<file path="config.mk">
export PLATFORM = sky130hd
export DESIGN_NAME = rhdf_hash
export DESIGN_NICKNAME = d
export VERILOG_FILES = /design/src/rtl/core/rhdf_pkg.sv /design/src/rtl/core/rhdf_hash.sv
export SDC_FILE = /design/constraint.sdc
export NUM_CORES = 1
export LEC_CHECK = 0
export ABC_AREA = 1
export BUFFER_PORTS_ARGS = -buffer_cell sky130_fd_sc_hd__clkbuf_2
export CORE_UTILIZATION = 51
export CTS_CLUSTER_DIAMETER = 120
export DETAILED_ROUTE_END_ITERATION = 16
export PLACE_DENSITY_LB_ADDON = 0.05
export SLEW_MARGIN = 30
export SYNTH_ARGS = -nofsm -noshare
export SYNTH_HDL_FRONTEND = slang
export SYNTH_SLANG_ARGS = --single-unit
export TNS_END_PERCENT = 20
</file>
<file path="constraint.sdc">
create_clock -name clk_i -period 3.8 [get_ports clk_i]
set_input_delay 0 -clock clk_i [delete_from_list [all_inputs] [get_ports clk_i]]
set_output_delay 0 -clock clk_i [all_outputs]
set_load 0.01 [all_outputs]
</file>
<file path="src/rtl/core/rhdf_pkg.sv">
// Shared types, constants and helper function of the record hash dedup filter.
`timescale 1ns / 1ps

package rhdf_pkg;

  // Number of search cells in the fingerprint chain and the bits that select one.
  localparam int CELL_COUNT = 4;
  localparam int CELL_SEL_W = 2;

  // Fingerprint pair width: hash_a in the low half, hash_b in the high half.
  localparam int HASH_W = 64;
  localparam int KEY_W  = 2 * HASH_W;

  localparam logic [HASH_W-1:0] HASH_A_INIT = 64'd5381;
  localparam logic [HASH_W-1:0] HASH_B_INIT = 64'h0000_0000_9E37_79B9;

  // Configuration port.
  localparam int CFG_IDX_W  = 8;
  localparam int CFG_DATA_W = 16;

  localparam logic [CFG_IDX_W-1:0] REG_VERIFY_THRESHOLD = 8'd0;
  localparam logic [CFG_IDX_W-1:0] REG_RATE_WINDOW_SEC  = 8'd1;

  localparam logic [15:0] VERIFY_THRESHOLD_RST = 16'd45875;
  localparam logic [7:0]  RATE_WINDOW_SEC_RST  = 8'd1;

  localparam int CTR_W = 32;

  // Result word: the stored count field has a fixed width whatever the table depth.
  localparam int STORED_W    = 13;
  localparam int OUT_TDATA_W = ((2 * HASH_W + STORED_W + 3 * CTR_W + 7) / 8) * 8;

  typedef enum logic [1:0] {
    STATUS_ACCEPTED   = 2'd0,
    STATUS_TABLE_FULL = 2'd1,
    STATUS_INTEGRITY  = 2'd2,
    STATUS_DUPLICATE  = 2'd3
  } status_e;

  // Per-cell control for one cycle.
  typedef struct packed {
    logic clear;   // drop the sticky match flag before a new search
    logic rd_en;   // read the addressed row and compare it next cycle
    logic wr_en;   // store the key at the addressed row
  } cell_ctrl_t;

  function automatic logic [CTR_W-1:0] sat_inc(input logic [CTR_W-1:0] v);
    sat_inc = (v == '1) ? v : v + CTR_W'(1);
  endfunction

endpackage

</file>
<file path="src/rtl/core/rhdf_hash.sv">
// Byte-serial times-33 and shift-xor hash state of the record being received.
`timescale 1ns / 1ps

module rhdf_hash #(
  parameter int RECORD_MAX_BYTES = 2047
) (
  input  logic                        clk_i,
  input  logic                        rst_ni,
  input  logic                        byte_vld_i,
  input  logic [7:0]                  data_byte_i,
  input  logic                        last_i,
  output logic [rhdf_pkg::HASH_W-1:0] hash_a_o,
  output logic [rhdf_pkg::HASH_W-1:0] hash_b_o
);

  localparam int BC_W = $clog2(RECORD_MAX_BYTES + 1);

  logic [rhdf_pkg::HASH_W-1:0] hash_a_q, hash_a_d;
  logic [rhdf_pkg::HASH_W-1:0] hash_b_q, hash_b_d;
  logic [BC_W-1:0]             bytes_q, bytes_d;
  logic [rhdf_pkg::HASH_W-1:0] byte_ext;
  logic [rhdf_pkg::HASH_W-1:0] step_a, step_b;
  logic                        take;

  assign byte_ext = rhdf_pkg::HASH_W'(data_byte_i);
  assign take     = bytes_q < BC_W'(RECORD_MAX_BYTES);

  assign step_a = (hash_a_q << 5) + hash_a_q + byte_ext;
  assign step_b = hash_b_q ^ ((hash_b_q << 6) + (hash_b_q >> 2) + byte_ext);

  // Hashes including the current byte; bytes past the limit leave them alone.
  assign hash_a_o = take ? step_a : hash_a_q;
  assign hash_b_o = take ? step_b : hash_b_q;

  always_comb begin
    hash_a_d = hash_a_q;
    hash_b_d = hash_b_q;
    bytes_d  = bytes_q;
    if (byte_vld_i) begin
      if (last_i) begin
        hash_a_d = rhdf_pkg::HASH_A_INIT;
        hash_b_d = rhdf_pkg::HASH_B_INIT;
        bytes_d  = '0;
      end else begin
        hash_a_d = hash_a_o;
        hash_b_d = hash_b_o;
        bytes_d  = take ? bytes_q + BC_W'(1) : bytes_q;
      end
    end
  end

  always_ff @(posedge clk_i or negedge rst_ni) begin
    if (!rst_ni) begin
      hash_a_q <= rhdf_pkg::HASH_A_INIT;
      hash_b_q <= rhdf_pkg::HASH_B_INIT;
      bytes_q  <= '0;
    end else begin
      hash_a_q <= hash_a_d;
      hash_b_q <= hash_b_d;
      bytes_q  <= bytes_d;
    end
  end

endmodule

</file>
* Word-level counts from Yosys, hierarchy flattened
Index checks and enable logic that the tools add are counted.
** Cells by class
- Add/sub/neg operators :: 5
- Multiply operators :: 0
- Divide/modulo/power cells :: 0
- Magnitude comparators :: 1
- Equal/unequal tests :: 0
- Shift operators :: 0
- Mux-type cells :: 6
- Bitwise logic cells :: 1
- Reductions and logical operators :: 2
** Operators with widths (count)
- two-way mux 64 bit :: 4
- adder 64 x 8 -> 64 bit :: 2
- adder 64 x 62 -> 64 bit :: 1
- adder 64 bit :: 1
- bitwise XOR 64 bit :: 1
- two-way mux 11 bit :: 2
- adder 11 x 1 -> 11 bit, second input constant :: 1
- less-than comparator 11 bit, second input constant :: 1
- AND reduction 2 bit :: 1
- nonzero test 2 bit :: 1
** Word-level totals
- Register bits after elaboration :: 139
- Latch bits :: 0
- Bits in writable memories :: 0
- Memory bits (read-only) :: 0
- Output and inout port bits :: 128
- Logic and storage cells :: 18
- Memories kept :: 0

* Depth between registers and ports, before layout
- Word-level depth :: 5
- Gate-level depth with buffers :: 20
- Mapped depth without buffers :: 20

* Worst setup path after synthesis
No wires, ideal clock.
- Path kind :: reg2reg
- Start point :: register hash_a_q[0] in the netlist's numbering
- End point :: register hash_a_q[24] in the netlist's numbering
- Setup time :: 117 ps
- Arrival :: 2579 ps
- Required time :: 3683 ps
- Path slack :: 1104 ps
- Stages on the path, launching flop included :: 16
- Path buffers :: 0
- Clock period less this slack :: 2696 ps
- Path through :: dfstp_2 -> inv_1 -> fa_1 -> inv_1 -> ha_1 -> a21oi_1 -> o21ai_1 -> inv_2 -> nand2_2 -> nand2_1 -> nand3_1 -> or2_2 -> nand3_1 -> nand2_1 -> nand2_1 -> nand2_1
** On the way
- Longest elaborated chain between the ends :: 4
** RTL lines
- from (decl) :: RTL line rhdf_hash.sv:18 : logic [rhdf_pkg::HASH_W-1:0] hash_a_q, hash_a_d;
- from (signal assigned) :: RTL line rhdf_hash.sv:54 : hash_a_q <= rhdf_pkg::HASH_A_INIT;
- from (signal assigned) :: RTL line rhdf_hash.sv:58 : hash_a_q <= hash_a_d;
- adder 64 bit :: RTL line rhdf_hash.sv:28 : assign step_a = (hash_a_q << 5) + hash_a_q + byte_ext;
- adder 64 x 8 -> 64 bit :: RTL line rhdf_hash.sv:28
- two-way mux 64 bit :: RTL line rhdf_hash.sv:32 : assign hash_a_o = take ? step_a : hash_a_q;
- via hash_a_o (one bit) :: RTL line rhdf_hash.sv:12 : output logic [rhdf_pkg::HASH_W-1:0] hash_a_o,
- two-way mux 64 bit :: RTL line rhdf_hash.sv:40 : if (last_i) begin
The timed path passes the listed nets, and every way through them passes these cells.
A chain may end at the register's enable or synchronous reset.

* Worst setup path in the final report
- Start point :: register hash_a_q[0] in the netlist's numbering
- End point :: output port hash_a_o[32] in the netlist's numbering
** On the way
- Longest elaborated chain between the ends :: 3
** RTL lines (RTL line)
- adder 64 bit :: rhdf_hash.sv:28
- adder 64 x 8 -> 64 bit :: rhdf_hash.sv:28
- two-way mux 64 bit :: rhdf_hash.sv:32
- to (decl) :: rhdf_hash.sv:12
Every way passes these cells.

==> flow_metrics.env <==
export IMPL_start_util=0.522
export IMPL_synth_nets=3664
export IMPL_clk_latency_ps=500
export IMPL_synthArstFlopShare=1.00
export IMPL_synth_simple_gate_area_frac=0.405
export IMPL_layout_cells_non_filler=4049
export IMPL_r2r_worst_path_cells=17
export IMPL_htree_levels=4
export IMPL_track_usage=0.382
export IMPL_fmaxAchievable_mhz=270
export IMPL_antenna_found_initial=1
export IMPL_r2r_start="hash_b_q[8]"
export IMPL_crit_type="flip-flop to output port"
export IMPL_timing_hold_ws_ps=100
export IMPL_fin_crit_sh=0.976
export IMPL_cts_tree="done"
export IMPL_drt_iter0_drc=1803
export IMPL_n_antenna_cell=0
export IMPL_io_buffer_count=139
export IMPL_synth_avg_cell_area_um2=5.82
export IMPL_yosys_most_used_dff="dfrtp_1"
export IMPL_route_detailed_drc=0
export IMPL_grt_start_max_net_pins=93
export IMPL_mostFrequentLayoutCell="nand2_1"
export IMPL_clock_sinks=139
export IMPL_fin_skew_ps=15.4
export IMPL_status="completed"
export IMPL_synth_xor_area_frac=0.0291
export IMPL_holdPathEnd="hash_a_q[0]"
export IMPL_ios=140
export IMPL_setup_viol=0
export IMPL_synthCells=3400
export IMPL_path_cells="inv_1, fa_1, inv_1, ha_1, a21oi_1, o21ai_1, inv_2, nand2_2, nand2_1, nand3_1, nand2_1, nand2_1, xnor2_1, a21boi_1, clkbuf_2"
export IMPL_grt_pass1_vias=20300
export IMPL_dp_hpwl_um=61900
export IMPL_cp_end_kind="output port"
export IMPL_wirelength_um=74900
export IMPL_path_clk_slew_ps=60
export IMPL_coreArea_um2=37900
export IMPL_synth_area_um2=19800
export IMPL_final_max_slew_viol_count=0
export IMPL_hp_class="input port to flip-flop"
export IMPL_slowest_delay_ps=550
export IMPL_die_width_um=199
export IMPL_synth_top_family_by_area="simple AND/OR/NAND/NOR gates"
export IMPL_synth_seq_area_share=0.177
export IMPL_critPathMaxFanout=6
export IMPL_fin_crit_ps=3710
export IMPL_syn2layout_area_growth_pct=9.60
export IMPL_final_antenna_net_count=0
export IMPL_die_area_um2=39600
export IMPL_finalHoldViolCount=0
export IMPL_synth_edff_count=0
export IMPL_wl_per_cell_um=18.5
export IMPL_tightest_slew_ps=968
export IMPL_num_rows=71
export IMPL_slew_headroom=0.355
export IMPL_r2r_slack_ps=580
export IMPL_drtPass1Iterations=8
export IMPL_p_total_mw=23.1
export IMPL_crit_path_start_kind="flip-flop"
export IMPL_hp_start="data_byte_i[0]"
export IMPL_synthAdderAreaFrac=0.162
export IMPL_cts_inserted_buffers=17
export IMPL_cp_required_ps=3800
export IMPL_drv_cap=0
export IMPL_place_ws_ps=564
export IMPL_rsz0062_at_grt="yes"
export IMPL_vias=22000
export IMPL_hold_depth=6
export IMPL_arrival_ps=3710
export IMPL_p_leak_nw=12.9
export IMPL_finalSetupTns_ps=0
export IMPL_die_y_um=199
export IMPL_synth_compound_area_frac=0.0965
export IMPL_grt_ovfl_total=0
export IMPL_worstReg2RegEnd="hash_b_q[50]"
export IMPL_critPathMostFrequentCell="nand2_1"
export IMPL_layout_drive_gt1_share=0.0919
export IMPL_dp_cells=4015
export IMPL_p_per_area_nw_per_um2=1060
export IMPL_yosys_mux_area_fraction=0
export IMPL_cts_root_buf="clkbuf_16"
export IMPL_vdd_drop_max_mv=0.529
export IMPL_via_per_inst=5.42
export IMPL_place_gp_congestion=1.00
export IMPL_fin_ws_ps=92.2
export IMPL_layout_nets=3789
export IMPL_grt_pass1_wl_um=114000
export IMPL_synth_seq_cells=139
export IMPL_yosys_cell_types_count=46
export IMPL_final_cell_mix="nand2_1, inv_1, ha_1"
export IMPL_yosysWarnings=0
export IMPL_slowest_stage="dfstp_2"
export IMPL_cts_max_path_buffers=2
per-layer routing:
metal,up-vias,part of all wire,global-route usage
li1,10900,-,-
met1,10100,0.46,0.522
met2,901,0.44,0.610
met3,98,0.084,0.0641
met4,0,0.024,0.117
met5,-,0,0
Yosys cell counts, types with 7 or more instances:
master / count / area (um^2)
and2_1: 28 / 175
nand3_2: 16 / 160
nand2_2: 21 / 131
buf_2: 13 / 65.1
xnor2_1: 30 / 263
dfrtp_1: 114 / 2850
a21oi_1: 155 / 776
ha_1: 245 / 3070
nand3b_1: 9 / 67.6
nand3_1: 208 / 1040
nand2_1: 1280 / 4800
nand4_1: 46 / 288
or2_2: 23 / 144
inv_1: 609 / 2290
clkbuf_1: 31 / 116
nor2_2: 14 / 87.6
o21ai_1: 33 / 165
xor2_2: 8 / 130
o21ai_0: 111 / 556
dfstp_2: 25 / 657
nor2_1: 238 / 893
fa_1: 7 / 140
nor3_1: 22 / 110
inv_2: 12 / 45.0
o21a_1: 8 / 60.1
o21bai_1: 10 / 75.1
o22ai_1: 22 / 138
xor2_1: 21 / 184
worst max path at each step:
| stage | cells past startpoint | startpoint | endpoint |
|---|---|---|---|
| 2_1_floorplan | 15 | hash_a_q[0] | hash_a_q[24] |
| 4_1_cts | 16 | hash_a_q[0] | hash_a_o[58] |
| 3_5_place_dp | 17 | hash_b_q[8] | hash_b_q[58] |
| 6_report | 15 | hash_a_q[0] | hash_a_o[32] |
| 5_1_grt | 17 | hash_a_q[0] | hash_a_o[44] |
| 3_3_place_gp | 17 | hash_b_q[8] | hash_b_q[58] |
timing repair:
item / CTS / global route
setup endpoints to repair: 0 / 31
hold endpoints to repair: 70 / 0
resized for setup: 0 / 13
buffers inserted: 0 / 0
hold buffers: 2 / 0
flip-flops by register name, summed over array words and instances (netlist names):
register	flops
bytes_q	11
hash_a_q	64
hash_b_q	64
worst max-delay path, delay by kind of cell, from the launching register on:
family / cells / cell delay (ps)
flops: 1 / 550
buf+inv: 4 / 390
simple gates: 5 / 560
xor+xnor: 1 / 170
compound gates: 3 / 690
fa+ha+maj: 2 / 850
stage by stage:
step / area (um^2) / utilization
finish: 21700 / 0.572
global placement: 21000 / 0.555
detailed placement: 21000 / 0.555
CTS: 21600 / 0.571
floorplan: 19800 / -
global route: 21700 / 0.572
power breakdown:
part           leakage (nW)  internal, mW  switching [mW]
clock                 0.287         0.991           0.764
sequential             1.79          2.12           0.928
combinational          10.8          6.26            12.0
cell families after synthesis:
| logic type | Yosys count |
|---|---|
| compound gates | 356 |
| buf+inv | 674 |
| xor+xnor | 59 |
| fa+ha+maj | 252 |
| simple gates | 1920 |
| flops | 139 |
final cells by class:
type	count	area, um^2
Fill cell	3906	16200
Multi-Input combinational cell	2587	13800
Sequential cell	139	3510
Inverter	624	2340
Timing Repair Buffer	156	862
Tap cell	511	639
Clock buffer	20	457
Clock inverter	12	123
Note: power is estimated with default switching activity, not from simulation.
